**src/rtl/windowed_angle_average_framer_macros.svh**
```systemverilog
// Assertion helpers for the windowed angle average framer.
// Both forms sample on the rising edge of clock and are disabled during reset.
`ifndef WINDOWED_ANGLE_AVERAGE_FRAMER_MACROS_SVH
`define WINDOWED_ANGLE_AVERAGE_FRAMER_MACROS_SVH

`ifndef SYNTHESIS

`define WAAF_ASSERT_ALWAYS(label, cond, msg) \
   label: assert property (@(posedge clock) disable iff (reset) (cond)) else $error(msg);

`define WAAF_ASSERT_NEXT(label, ante, cons, msg) \
   label: assert property (@(posedge clock) disable iff (reset) (ante) |=> (cons)) \
      else $error(msg);

`else

`define WAAF_ASSERT_ALWAYS(label, cond, msg)

`define WAAF_ASSERT_NEXT(label, ante, cons, msg)

`endif

`endif

```
**src/rtl/waaf_pkg.sv**
```systemverilog
`timescale 1ns / 1ps
`default_nettype none

package waaf_pkg;

   localparam int WINDOW    = 10;
   localparam int ANGLE_W   = 17;
   localparam int THRESH_W  = 16;
   localparam int BYTE_W    = 8;
   localparam int SCALED_W  = 16;

   // Slot index, fill count (must hold WINDOW itself) and running sum widths.
   localparam int SLOT_W    = (WINDOW > 1) ? $clog2(WINDOW) : 1;
   localparam int CNT_W     = $clog2(WINDOW + 1);
   localparam int SUM_W     = ANGLE_W + $clog2(WINDOW);
   // floor(|sum| * 100 / 256) needs one bit less than the sum.
   localparam int DIV_W     = SUM_W - 1;
   localparam int DCNT_W    = $clog2(DIV_W + 1);
   localparam int ENTRY_W   = 2 * ANGLE_W;

   localparam logic [THRESH_W-1:0] THRESH_RESET = THRESH_W'(7680);
   localparam logic [6:0]          SCALE_HUNDREDTHS = 7'd100;
   localparam int                  FRAC_BITS = 8;

   localparam logic [BYTE_W-1:0] SYNC_BYTE    = 8'hFF;
   localparam logic [BYTE_W-1:0] GESTURE_BYTE = 8'hFE;

   // Byte positions within a frame.
   localparam logic [2:0] POS_SYNC     = 3'd0;
   localparam logic [2:0] POS_ROLL_LO  = 3'd1;
   localparam logic [2:0] POS_ROLL_HI  = 3'd2;
   localparam logic [2:0] POS_PITCH_LO = 3'd3;
   localparam logic [2:0] POS_PITCH_HI = 3'd4;
   localparam logic [2:0] POS_GESTURE  = 3'd5;

   typedef enum logic [4:0] {
      ST_IDLE = 5'b00001,
      ST_READ = 5'b00010,
      ST_SUM  = 5'b00100,
      ST_MAG  = 5'b01000,
      ST_DIV  = 5'b10000
   } state_type;

   typedef struct packed {
      logic                load;
      logic [SCALED_W-1:0] roll_scaled;
      logic [SCALED_W-1:0] pitch_scaled;
      logic                gesture;
   } frame_load_type;

endpackage

`default_nettype wire

```
**src/rtl/waaf_if.sv**
```systemverilog
`timescale 1ns / 1ps
`default_nettype none

interface waaf_req_if;
   logic                                valid;
   logic                                ready;
   logic signed [waaf_pkg::ANGLE_W-1:0] roll_angle;
   logic signed [waaf_pkg::ANGLE_W-1:0] pitch_angle;

   modport source (output valid, output roll_angle, output pitch_angle, input ready);
   modport sink (input valid, input roll_angle, input pitch_angle, output ready);
endinterface

interface waaf_rsp_if;
   logic                               valid;
   logic                               ready;
   logic [waaf_pkg::BYTE_W-1:0]        frame_byte;
   logic                               frame_end;

   modport source (output valid, output frame_byte, output frame_end, input ready);
   modport sink (input valid, input frame_byte, input frame_end, output ready);
endinterface

`default_nettype wire

```
**src/rtl/waaf_window_ram.sv**
```systemverilog
`timescale 1ns / 1ps
`default_nettype none

module waaf_window_ram #(
   parameter int WIDTH  = 34,
   parameter int DEPTH  = 10,
   parameter int ADDR_W = 4
) (
   input  wire logic              clock,
   input  wire logic              wr_en,
   input  wire logic [ADDR_W-1:0] wr_addr,
   input  wire logic [WIDTH-1:0]  wr_data,
   input  wire logic [ADDR_W-1:0] rd_addr,
   output logic      [WIDTH-1:0]  rd_data
);

   logic [WIDTH-1:0] mem [DEPTH];

   always_ff @(posedge clock) begin
      if (wr_en) begin
         mem[wr_addr] <= wr_data;
      end
      rd_data <= mem[rd_addr];
   end

endmodule

`default_nettype wire

```
**src/rtl/waaf_divider.sv**
```systemverilog
`timescale 1ns / 1ps
`default_nettype none

// Restoring divider, one quotient bit per cycle.
module waaf_divider (
   input  wire logic                        clock,
   input  wire logic                        reset,
   input  wire logic                        start,
   input  wire logic [waaf_pkg::DIV_W-1:0]  dividend,
   input  wire logic [waaf_pkg::CNT_W-1:0]  divisor,
   output logic                             done,
   output logic [waaf_pkg::DIV_W-1:0]       quotient
);

   logic [waaf_pkg::DIV_W-1:0]  quo_ff, quo_in;
   logic [waaf_pkg::CNT_W-1:0]  rem_ff, rem_in;
   logic [waaf_pkg::DCNT_W-1:0] cnt_ff, cnt_in;
   logic                        busy_ff, busy_in;
   logic                        done_ff, done_in;
   logic [waaf_pkg::CNT_W:0]    rem_shift;

   always_comb begin
      quo_in    = quo_ff;
      rem_in    = rem_ff;
      cnt_in    = cnt_ff;
      busy_in   = busy_ff;
      done_in   = done_ff;
      rem_shift = {rem_ff, quo_ff[waaf_pkg::DIV_W-1]};
      if (start) begin
         quo_in  = dividend;
         rem_in  = '0;
         cnt_in  = waaf_pkg::DCNT_W'(waaf_pkg::DIV_W);
         busy_in = 1'b1;
         done_in = 1'b0;
      end else if (busy_ff) begin
         // The dividend shifts out at the top while quotient bits enter at the bottom.
         if (rem_shift >= {1'b0, divisor}) begin
            rem_in = waaf_pkg::CNT_W'(rem_shift - {1'b0, divisor});
            quo_in = {quo_ff[waaf_pkg::DIV_W-2:0], 1'b1};
         end else begin
            rem_in = rem_shift[waaf_pkg::CNT_W-1:0];
            quo_in = {quo_ff[waaf_pkg::DIV_W-2:0], 1'b0};
         end
         cnt_in = cnt_ff - 1'b1;
         if (cnt_ff == waaf_pkg::DCNT_W'(1)) begin
            busy_in = 1'b0;
            done_in = 1'b1;
         end
      end
   end

   always_ff @(posedge clock) begin
      quo_ff <= quo_in;
      rem_ff <= rem_in;
      cnt_ff <= cnt_in;
      if (reset) begin
         busy_ff <= 1'b0;
         done_ff <= 1'b0;
      end else begin
         busy_ff <= busy_in;
         done_ff <= done_in;
      end
   end

   assign done     = done_ff;
   assign quotient = quo_ff;

endmodule

`default_nettype wire

```
**src/rtl/waaf_framer.sv**
```systemverilog
`timescale 1ns / 1ps
`default_nettype none

// Holds one finished frame and sends it byte by byte.
module waaf_framer (
   input  wire logic                     clock,
   input  wire logic                     reset,
   input  wire waaf_pkg::frame_load_type frame,
   output logic                          busy,
   waaf_rsp_if.source                    rsp
);

   logic                              busy_ff, busy_in;
   logic [2:0]                        pos_ff, pos_in;
   logic [waaf_pkg::SCALED_W-1:0]     roll_ff, roll_in;
   logic [waaf_pkg::SCALED_W-1:0]     pitch_ff, pitch_in;
   logic                              gesture_ff, gesture_in;
   logic [2:0]                        last_pos;
   logic                              xfer;

   assign last_pos = gesture_ff ? waaf_pkg::POS_GESTURE : waaf_pkg::POS_PITCH_HI;
   assign xfer     = rsp.valid && rsp.ready;

   always_comb begin
      busy_in    = busy_ff;
      pos_in     = pos_ff;
      roll_in    = roll_ff;
      pitch_in   = pitch_ff;
      gesture_in = gesture_ff;
      if (frame.load) begin
         busy_in    = 1'b1;
         pos_in     = waaf_pkg::POS_SYNC;
         roll_in    = frame.roll_scaled;
         pitch_in   = frame.pitch_scaled;
         gesture_in = frame.gesture;
      end else if (xfer) begin
         if (pos_ff == last_pos) begin
            busy_in = 1'b0;
         end else begin
            pos_in = pos_ff + 1'b1;
         end
      end
   end

   always_ff @(posedge clock) begin
      roll_ff    <= roll_in;
      pitch_ff   <= pitch_in;
      gesture_ff <= gesture_in;
      if (reset) begin
         busy_ff <= 1'b0;
         pos_ff  <= waaf_pkg::POS_SYNC;
      end else begin
         busy_ff <= busy_in;
         pos_ff  <= pos_in;
      end
   end

   always_comb begin
      unique case (pos_ff)
         waaf_pkg::POS_SYNC:     rsp.frame_byte = waaf_pkg::SYNC_BYTE;
         waaf_pkg::POS_ROLL_LO:  rsp.frame_byte = roll_ff[7:0];
         waaf_pkg::POS_ROLL_HI:  rsp.frame_byte = roll_ff[15:8];
         waaf_pkg::POS_PITCH_LO: rsp.frame_byte = pitch_ff[7:0];
         waaf_pkg::POS_PITCH_HI: rsp.frame_byte = pitch_ff[15:8];
         default:                rsp.frame_byte = waaf_pkg::GESTURE_BYTE;
      endcase
   end

   assign rsp.valid     = busy_ff;
   assign rsp.frame_end = (pos_ff == last_pos);
   assign busy          = busy_ff;

endmodule

`default_nettype wire

```
**src/rtl/windowed_angle_average_framer.sv**
```systemverilog
// An input transfer passes through the read, sum and magnitude states, then waits in the
// divide state for the bit-serial divide by the fill count before its frame is loaded.
// Items are taken one at a time; a frame is 5 or 6 output transfers, the next item is taken
// while a frame drains, and a finished divide waits until the framer is free.
// Reset (synchronous, active high) empties the window, clears sums and sets the threshold
// to 7680; window memory contents are not cleared and are never read before written.
`timescale 1ns / 1ps
`default_nettype none

`include "windowed_angle_average_framer_macros.svh"

module windowed_angle_average_framer (
   input  wire logic                          clock,
   input  wire logic                          reset,
   input  wire logic                          csr_wr_en,
   input  wire logic [waaf_pkg::THRESH_W-1:0] csr_wr_data,
   waaf_req_if.sink                           req,
   waaf_rsp_if.source                         rsp
);

   waaf_pkg::state_type state_ff, state_in;

   logic [waaf_pkg::THRESH_W-1:0]      thresh_ff, thresh_in;
   logic [waaf_pkg::SLOT_W-1:0]        slot_ff, slot_in;
   logic [waaf_pkg::CNT_W-1:0]         count_ff, count_in;
   logic signed [waaf_pkg::SUM_W-1:0]  roll_sum_ff, roll_sum_in;
   logic signed [waaf_pkg::SUM_W-1:0]  pitch_sum_ff, pitch_sum_in;
   logic signed [waaf_pkg::ANGLE_W-1:0] roll_new_ff, roll_new_in;
   logic signed [waaf_pkg::ANGLE_W-1:0] pitch_new_ff, pitch_new_in;
   logic                               roll_neg_ff, roll_neg_in;
   logic                               pitch_neg_ff, pitch_neg_in;
   logic                               gesture_ff, gesture_in;

   logic [waaf_pkg::ENTRY_W-1:0]       rd_entry;
   logic signed [waaf_pkg::ANGLE_W-1:0] roll_old;
   logic signed [waaf_pkg::ANGLE_W-1:0] pitch_old;
   logic                               wr_en;
   logic                               full;

   logic [waaf_pkg::SUM_W-1:0]         roll_mag;
   logic [waaf_pkg::SUM_W-1:0]         pitch_mag;
   logic [waaf_pkg::SUM_W+6:0]         roll_x100;
   logic [waaf_pkg::SUM_W+6:0]         pitch_x100;
   logic [waaf_pkg::THRESH_W+waaf_pkg::CNT_W-1:0] thresh_scaled;

   logic                               div_start;
   logic                               roll_done;
   logic                               pitch_done;
   logic [waaf_pkg::DIV_W-1:0]         roll_quo;
   logic [waaf_pkg::DIV_W-1:0]         pitch_quo;
   logic [waaf_pkg::SCALED_W-1:0]      roll_q16;
   logic [waaf_pkg::SCALED_W-1:0]      pitch_q16;

   waaf_pkg::frame_load_type           frame;
   logic                               framer_busy;

   assign full      = (count_ff == waaf_pkg::CNT_W'(waaf_pkg::WINDOW));
   assign roll_old  = rd_entry[waaf_pkg::ENTRY_W-1:waaf_pkg::ANGLE_W];
   assign pitch_old = rd_entry[waaf_pkg::ANGLE_W-1:0];
   assign req.ready = (state_ff == waaf_pkg::ST_IDLE);

   assign roll_mag   = roll_sum_ff[waaf_pkg::SUM_W-1] ?
                       waaf_pkg::SUM_W'(-roll_sum_ff) : waaf_pkg::SUM_W'(roll_sum_ff);
   assign pitch_mag  = pitch_sum_ff[waaf_pkg::SUM_W-1] ?
                       waaf_pkg::SUM_W'(-pitch_sum_ff) : waaf_pkg::SUM_W'(pitch_sum_ff);
   assign roll_x100  = (waaf_pkg::SUM_W+7)'(roll_mag) * waaf_pkg::SCALE_HUNDREDTHS;
   assign pitch_x100 = (waaf_pkg::SUM_W+7)'(pitch_mag) * waaf_pkg::SCALE_HUNDREDTHS;
   assign thresh_scaled = (waaf_pkg::THRESH_W+waaf_pkg::CNT_W)'(thresh_ff) * count_ff;

   assign roll_q16  = roll_neg_ff ? waaf_pkg::SCALED_W'(-roll_quo[waaf_pkg::SCALED_W-1:0])
                                  : roll_quo[waaf_pkg::SCALED_W-1:0];
   assign pitch_q16 = pitch_neg_ff ? waaf_pkg::SCALED_W'(-pitch_quo[waaf_pkg::SCALED_W-1:0])
                                   : pitch_quo[waaf_pkg::SCALED_W-1:0];

   always_comb begin
      state_in     = state_ff;
      thresh_in    = thresh_ff;
      slot_in      = slot_ff;
      count_in     = count_ff;
      roll_sum_in  = roll_sum_ff;
      pitch_sum_in = pitch_sum_ff;
      roll_new_in  = roll_new_ff;
      pitch_new_in = pitch_new_ff;
      roll_neg_in  = roll_neg_ff;
      pitch_neg_in = pitch_neg_ff;
      gesture_in   = gesture_ff;
      wr_en        = 1'b0;
      div_start    = 1'b0;
      frame.load         = 1'b0;
      frame.roll_scaled  = roll_q16;
      frame.pitch_scaled = pitch_q16;
      frame.gesture      = gesture_ff;

      if (csr_wr_en) begin
         thresh_in = csr_wr_data;
      end

      unique case (state_ff)
         waaf_pkg::ST_IDLE: begin
            if (req.valid) begin
               roll_new_in  = req.roll_angle;
               pitch_new_in = req.pitch_angle;
               state_in     = waaf_pkg::ST_READ;
            end
         end
         waaf_pkg::ST_READ: begin
            // The entry at the write slot is on its way out of the memory.
            state_in = waaf_pkg::ST_SUM;
         end
         waaf_pkg::ST_SUM: begin
            // Running sums: add the new sample, drop the one it replaces once full.
            wr_en        = 1'b1;
            roll_sum_in  = roll_sum_ff + waaf_pkg::SUM_W'(roll_new_ff)
                           - (full ? waaf_pkg::SUM_W'(roll_old) : '0);
            pitch_sum_in = pitch_sum_ff + waaf_pkg::SUM_W'(pitch_new_ff)
                           - (full ? waaf_pkg::SUM_W'(pitch_old) : '0);
            slot_in  = (slot_ff == waaf_pkg::SLOT_W'(waaf_pkg::WINDOW - 1)) ?
                       '0 : slot_ff + 1'b1;
            if (!full) begin
               count_in = count_ff + 1'b1;
            end
            state_in = waaf_pkg::ST_MAG;
         end
         waaf_pkg::ST_MAG: begin
            roll_neg_in  = roll_sum_ff[waaf_pkg::SUM_W-1];
            pitch_neg_in = pitch_sum_ff[waaf_pkg::SUM_W-1];
            gesture_in   = ((waaf_pkg::THRESH_W+waaf_pkg::CNT_W)'(pitch_mag) > thresh_scaled);
            div_start    = 1'b1;
            state_in     = waaf_pkg::ST_DIV;
         end
         waaf_pkg::ST_DIV: begin
            if (roll_done && pitch_done && !framer_busy) begin
               frame.load = 1'b1;
               state_in   = waaf_pkg::ST_IDLE;
            end
         end
         default: begin
            state_in = waaf_pkg::ST_IDLE;
         end
      endcase
   end

   always_ff @(posedge clock) begin
      roll_new_ff  <= roll_new_in;
      pitch_new_ff <= pitch_new_in;
      roll_neg_ff  <= roll_neg_in;
      pitch_neg_ff <= pitch_neg_in;
      gesture_ff   <= gesture_in;
      if (reset) begin
         state_ff     <= waaf_pkg::ST_IDLE;
         thresh_ff    <= waaf_pkg::THRESH_RESET;
         slot_ff      <= '0;
         count_ff     <= '0;
         roll_sum_ff  <= '0;
         pitch_sum_ff <= '0;
      end else begin
         state_ff     <= state_in;
         thresh_ff    <= thresh_in;
         slot_ff      <= slot_in;
         count_ff     <= count_in;
         roll_sum_ff  <= roll_sum_in;
         pitch_sum_ff <= pitch_sum_in;
      end
   end

   waaf_window_ram #(
      .WIDTH  (waaf_pkg::ENTRY_W),
      .DEPTH  (waaf_pkg::WINDOW),
      .ADDR_W (waaf_pkg::SLOT_W)
   ) u_window_ram (
      .clock   (clock),
      .wr_en   (wr_en),
      .wr_addr (slot_ff),
      .wr_data ({roll_new_ff, pitch_new_ff}),
      .rd_addr (slot_ff),
      .rd_data (rd_entry)
   );

   // Dividend is floor(|sum| * 100 / 256); dividing that by the count gives the exact result.
   waaf_divider u_roll_div (
      .clock    (clock),
      .reset    (reset),
      .start    (div_start),
      .dividend (roll_x100[waaf_pkg::SUM_W+6:waaf_pkg::FRAC_BITS]),
      .divisor  (count_ff),
      .done     (roll_done),
      .quotient (roll_quo)
   );

   waaf_divider u_pitch_div (
      .clock    (clock),
      .reset    (reset),
      .start    (div_start),
      .dividend (pitch_x100[waaf_pkg::SUM_W+6:waaf_pkg::FRAC_BITS]),
      .divisor  (count_ff),
      .done     (pitch_done),
      .quotient (pitch_quo)
   );

   waaf_framer u_framer (
      .clock (clock),
      .reset (reset),
      .frame (frame),
      .busy  (framer_busy),
      .rsp   (rsp)
   );

   `WAAF_ASSERT_ALWAYS(a_count_bound, count_ff <= waaf_pkg::CNT_W'(waaf_pkg::WINDOW), "fill count beyond window")
   `WAAF_ASSERT_ALWAYS(a_load_when_free, !frame.load || !framer_busy, "frame loaded while framer busy")
   `WAAF_ASSERT_NEXT(a_accept_reads, req.valid && req.ready, state_ff == waaf_pkg::ST_READ, "transfer did not start a window read")
   `WAAF_ASSERT_NEXT(a_sum_writes, state_ff == waaf_pkg::ST_SUM, count_ff != '0, "window update left the count at zero")

endmodule

`default_nettype wire

```
**src/flat_wrapper.sv**
```systemverilog
// flat-port wrapper written by rule: the top's interface ports become plain ports
module windowed_angle_average_framer_flat 
  (clock, reset, csr_wr_en, csr_wr_data, req_valid, req_roll_angle, req_pitch_angle, req_ready, rsp_valid, rsp_frame_byte, rsp_frame_end, rsp_ready);
  waaf_req_if req_i ();
  waaf_rsp_if rsp_i ();
  input  wire logic clock;
  input  wire logic reset;
  input  wire logic csr_wr_en;
  input  wire logic [waaf_pkg::THRESH_W-1:0] csr_wr_data;
  input wire logic [$bits(req_i.valid)-1:0] req_valid;
  input wire logic [$bits(req_i.roll_angle)-1:0] req_roll_angle;
  input wire logic [$bits(req_i.pitch_angle)-1:0] req_pitch_angle;
  output wire logic [$bits(req_i.ready)-1:0] req_ready;
  output wire logic [$bits(rsp_i.valid)-1:0] rsp_valid;
  output wire logic [$bits(rsp_i.frame_byte)-1:0] rsp_frame_byte;
  output wire logic [$bits(rsp_i.frame_end)-1:0] rsp_frame_end;
  input wire logic [$bits(rsp_i.ready)-1:0] rsp_ready;
  assign req_i.valid = req_valid;
  assign req_i.roll_angle = req_roll_angle;
  assign req_i.pitch_angle = req_pitch_angle;
  assign req_ready = req_i.ready;
  assign rsp_valid = rsp_i.valid;
  assign rsp_frame_byte = rsp_i.frame_byte;
  assign rsp_frame_end = rsp_i.frame_end;
  assign rsp_i.ready = rsp_ready;
  windowed_angle_average_framer u_core (.clock(clock), .reset(reset), .csr_wr_en(csr_wr_en), .csr_wr_data(csr_wr_data), .req(req_i), .rsp(rsp_i));
endmodule
```
**config.mk**
```make
export PLATFORM = sky130hd
export DESIGN_NAME = windowed_angle_average_framer_flat
export DESIGN_NICKNAME = d
export VERILOG_FILES = /design/src/rtl/waaf_pkg.sv /design/src/rtl/waaf_if.sv /design/src/rtl/waaf_window_ram.sv /design/src/rtl/waaf_divider.sv /design/src/rtl/waaf_framer.sv /design/src/rtl/windowed_angle_average_framer.sv /design/src/flat_wrapper.sv
export VERILOG_INCLUDE_DIRS = /design/src /design/src/rtl
export SDC_FILE = /design/constraint.sdc
export NUM_CORES = 1
export LEC_CHECK = 0
export BUFFER_PORTS_ARGS = -buffer_cell sky130_fd_sc_hd__buf_2
export CAP_MARGIN = 5
export CORE_MARGIN = 2
export CORE_UTILIZATION = 66
export DETAILED_ROUTE_END_ITERATION = 10
export PLACE_DENSITY_LB_ADDON = 0.1
export SYNTH_ARGS = -nofsm -noshare
export SYNTH_HDL_FRONTEND = slang
export SYNTH_SLANG_ARGS = --single-unit
```
**constraint.sdc**
```tcl
create_clock -name clock -period 7.8 [get_ports clock]
set_input_delay 0.39 -clock clock [delete_from_list [all_inputs] [get_ports clock]]
set_output_delay 0.39 -clock clock [all_outputs]
set_load 0.1 [all_outputs]
```
==> qor.txt <==
run status - complete, no violations
port bufs - 65
slowest stage delay, CP - 0.86 ns
fin crit share - 69.0%
hpwl dp - 44200 um
Max H-tree Level - 2
Routed WL per cell - 18.8 um
vias per inst - 5.75
cell taking the most area after synthesis - edfxtp_1
NumNets Final - 3294
CP cell instances - nand2_1, fa_1, fa_1, inv_1, ha_1, a21o_1, a21oi_1, o211a_1, o31a_1, o21ai_0, o41ai_1, nor2_1, a311oi_1, ha_1, nand4_1, nor2_1, nand3_1, nor2_1, nor2_1, o31ai_1, nand2_1
Area growth syn-to-layout - 10.2%
Overall Global Routing Usage - 27.2%
worst-skew pair later-pin latency - 0.63 ns
largest cells by area after synthesis - edfxtp_1 (41%), ha_1 (9.2%), dfxtp_1 (8.0%)
row cnt - 81
slew margin rel. - 26.2%
Clock Path Buffers - 3
Filler cells - 3280
final wirelength - 68000 um
top cell type's share of synthesized area - 41.3%
max cap viols - 0
startpoint types - register
Worst-path clk slew - 0.06 ns
synthesized cell area - 32700 um^2
final setup fails - 0
via count - 20800
Fmax - 0.186 GHz
Finished Cell Area - 36000 um^2
CTS buffer count - 58
setup_tns - 0 ns
CTS tree - built
die height - 227 um
post-synthesis cell type count - 77
I/O Pins - 66
Final Skew - 0.0141 ns
Req. time, crit path - 8.18 ns
core area - 49000 um^2
hold depth - 3
sequential area share after synthesis - 49.3%
final hold vios - 0
Post-Syn Instances - 2801
vias in the first global route - 21100
Post-synth EDFFs - 450
Final Critical Period - 5.38 ns
Worst Setup Slack, final - 2.42 ns
CP most frequent cell - nor2_1
worst vdd ir - 0.213 mV
Routed Antenna Nets - 0
TritonCTS Sinks - 581
unrepaired setup endpoints after global routing - no
Post-synth top flop - edfxtp_1
#FFs+latches synth - 581
Slowest cell on crit path - dfxtp_1
1st-iter DRT viols - 1469
initial antenna violation count - 0
Reg2Reg Depth - 21
Root Driver - clkbuf_16
Worst Path Arrival - 5.76 ns
DRC - 0
Hold Crit Class - in2reg
max-slew violations - 0
Crit. End Element - register
Antenna Cells - 0
Crit Path Class - reg2reg
first-pass GRT wire length - 109000 um
TritonRoute pass-1 iters - 5
layout cells sized above 1 - 9.33%
leakage - 0.0145 uW
syn avg cell area - 11.7 um^2
Async SR Flop Fraction - 0%
width of the die - 227 um
Power Density - 182 nW/um^2
YS warnings - 0
worst slew pin tran - 1.11 ns
die area - 51300 um^2
RePlAce Congestion - 0.919
Initial Util - 66.8%
dpl ws - 2.48 ns
syn nets - 3197
Area after DPL - 33700 um^2
GRT overflow - 0
Max FO, Critical Path - 23
largest net degree at the start of global routing - 89
[through the flow]
step	total power, uW	hold WS (ns)	util (%)	cells
2_1_floorplan	3760	0.400	-	2801
3_3_place_gp	3850	0.440	68.8	3454
6_report	6550	0.0336	73.6	3610
4_1_cts	6580	0.0104	73.6	3610
5_1_grt	6770	0.0303	73.6	3610
3_5_place_dp	3870	0.446	68.8	3454
[cell type report]
type                            count  area (um^2)  area share [%]
Inverter                          401         1510            4.18
Clock buffer                       78         1600            4.43
Clock inverter                     30          265           0.736
Tap cell                          664          831            2.30
Multi-Input combinational cell   1722        14700            40.9
Sequential cell                   581        16100            44.8
Timing Repair Buffer              134          963            2.67
[power by group]
group	switching [uW]	internal, uW	total, uW
registers	60.6	3370	3430
clock network	1180	1540	2720
logic	224	174	399
total	1460	5080	6550
[layout by cell type, fill, tap and decap left out, types with 16 or more instances in the layout]
cell and n:
nand2b_1 24, and2_1 84, and3_1 17, inv_1 399
nand3_1 42, o31ai_1 22, xnor2_1 115, clkbuf_16 59
buf_2 65, edfxtp_1 450, dlygate4sd3_1 48, nor2_1 123
a21oi_1 141, buf_4 21, mux4_2 68, dfxtp_1 127
a21o_1 30, a211oi_1 49, ha_1 241, nor2b_1 55
o21ai_0 90, xor2_1 42, clkinv_1 16, nor3_1 37
mux2i_1 52, fa_1 100, nand2_1 175
[routing by layer]
layer	global-route usage, %	wire length (um)	vias to the layer above
met5	0	0	-
li1	-	-	10000
met2	46.4	33300	535
met3	3.93	3320	112
met1	35.9	29500	10100
met4	9.36	1930	0
[sequential cells by signal (all words and copies together) (netlist names), 3 cells and up]
| signal | flops |
|---|---|
| u_core.u_roll_div.rem_ff | 4 |
| u_core.roll_sum_ff | 21 |
| u_core.u_roll_div.quotient | 20 |
| u_core.count_ff | 4 |
| u_core.u_pitch_div.cnt_ff | 5 |
| u_core.u_pitch_div.rem_ff | 4 |
| u_core.u_pitch_div.quotient | 20 |
| u_core.roll_new_ff | 17 |
| u_core.u_roll_div.cnt_ff | 5 |
| u_core.state_ff | 5 |
| u_core.pitch_sum_ff | 21 |
| u_core.u_framer.pitch_ff | 16 |
| u_core.thresh_ff | 16 |
| u_core.slot_ff | 4 |
| u_core.u_window_ram.mem | 340 |
| u_core.u_framer.roll_ff | 16 |
| u_core.u_framer.pos_ff | 3 |
| u_core.u_window_ram.rd_data | 34 |
| u_core.pitch_new_ff | 17 |
[Yosys cell counts, drive strengths merged, types with 55 or more instances]
master and instances:
edfxtp 450, inv 400, ha 241, nand2 175, a21oi 142, dfxtp 131
nor2 125, xnor2 115, fa 100, o21ai 96, and2 84, clkbuf 77
mux4 68, nor2b 55
[path summary, 6_finish.rpt]
kind | start | to | slack, ns
worst max-delay path | u_core.count_ff[1] | u_core.gesture_ff | 2.42
worst min-delay path | csr_wr_data[0] | u_core.thresh_ff[0] | 0.03
worst min register to register | u_core.roll_sum_ff[18] | u_core.roll_sum_ff[18] | 0.45
worst max register to register | u_core.count_ff[1] | u_core.gesture_ff | 2.42
[logic make-up (layout without fill, tap and decap cells)]
kind of cell	Yosys count	count (layout)	synth area share, %
buffers and inverters	498	643	5.79
multiplexers	124	124	6.41
XOR/XNOR	157	157	4.21
flip-flops	581	581	49.3
AND/OR/NAND/NOR	643	643	9.96
AO/OA/AOI/OAI	457	457	8.94
adder cells (fa/ha/maj)	341	341	15.3
[worst max-delay path, delay by kind of cell, from the launching register on]
family / cells / cell delay, ns
buffers and inverters: 1 / 0.07
DFF: 1 / 0.86
adders and majority gates: 4 / 1.55
AOI/OAI and AO/OA: 8 / 1.75
and+or+nand+nor: 8 / 0.89
[timing repair]
action | CTS | global route
setup endpoints to repair | 0 | 0
resized for setup | 0 | 0
buffers inserted | 0 | 0
hold buffers | 48 | 0
endpoints found under the hold margin | 48 | 0
Note: power is estimated with default switching activity, not from simulation.
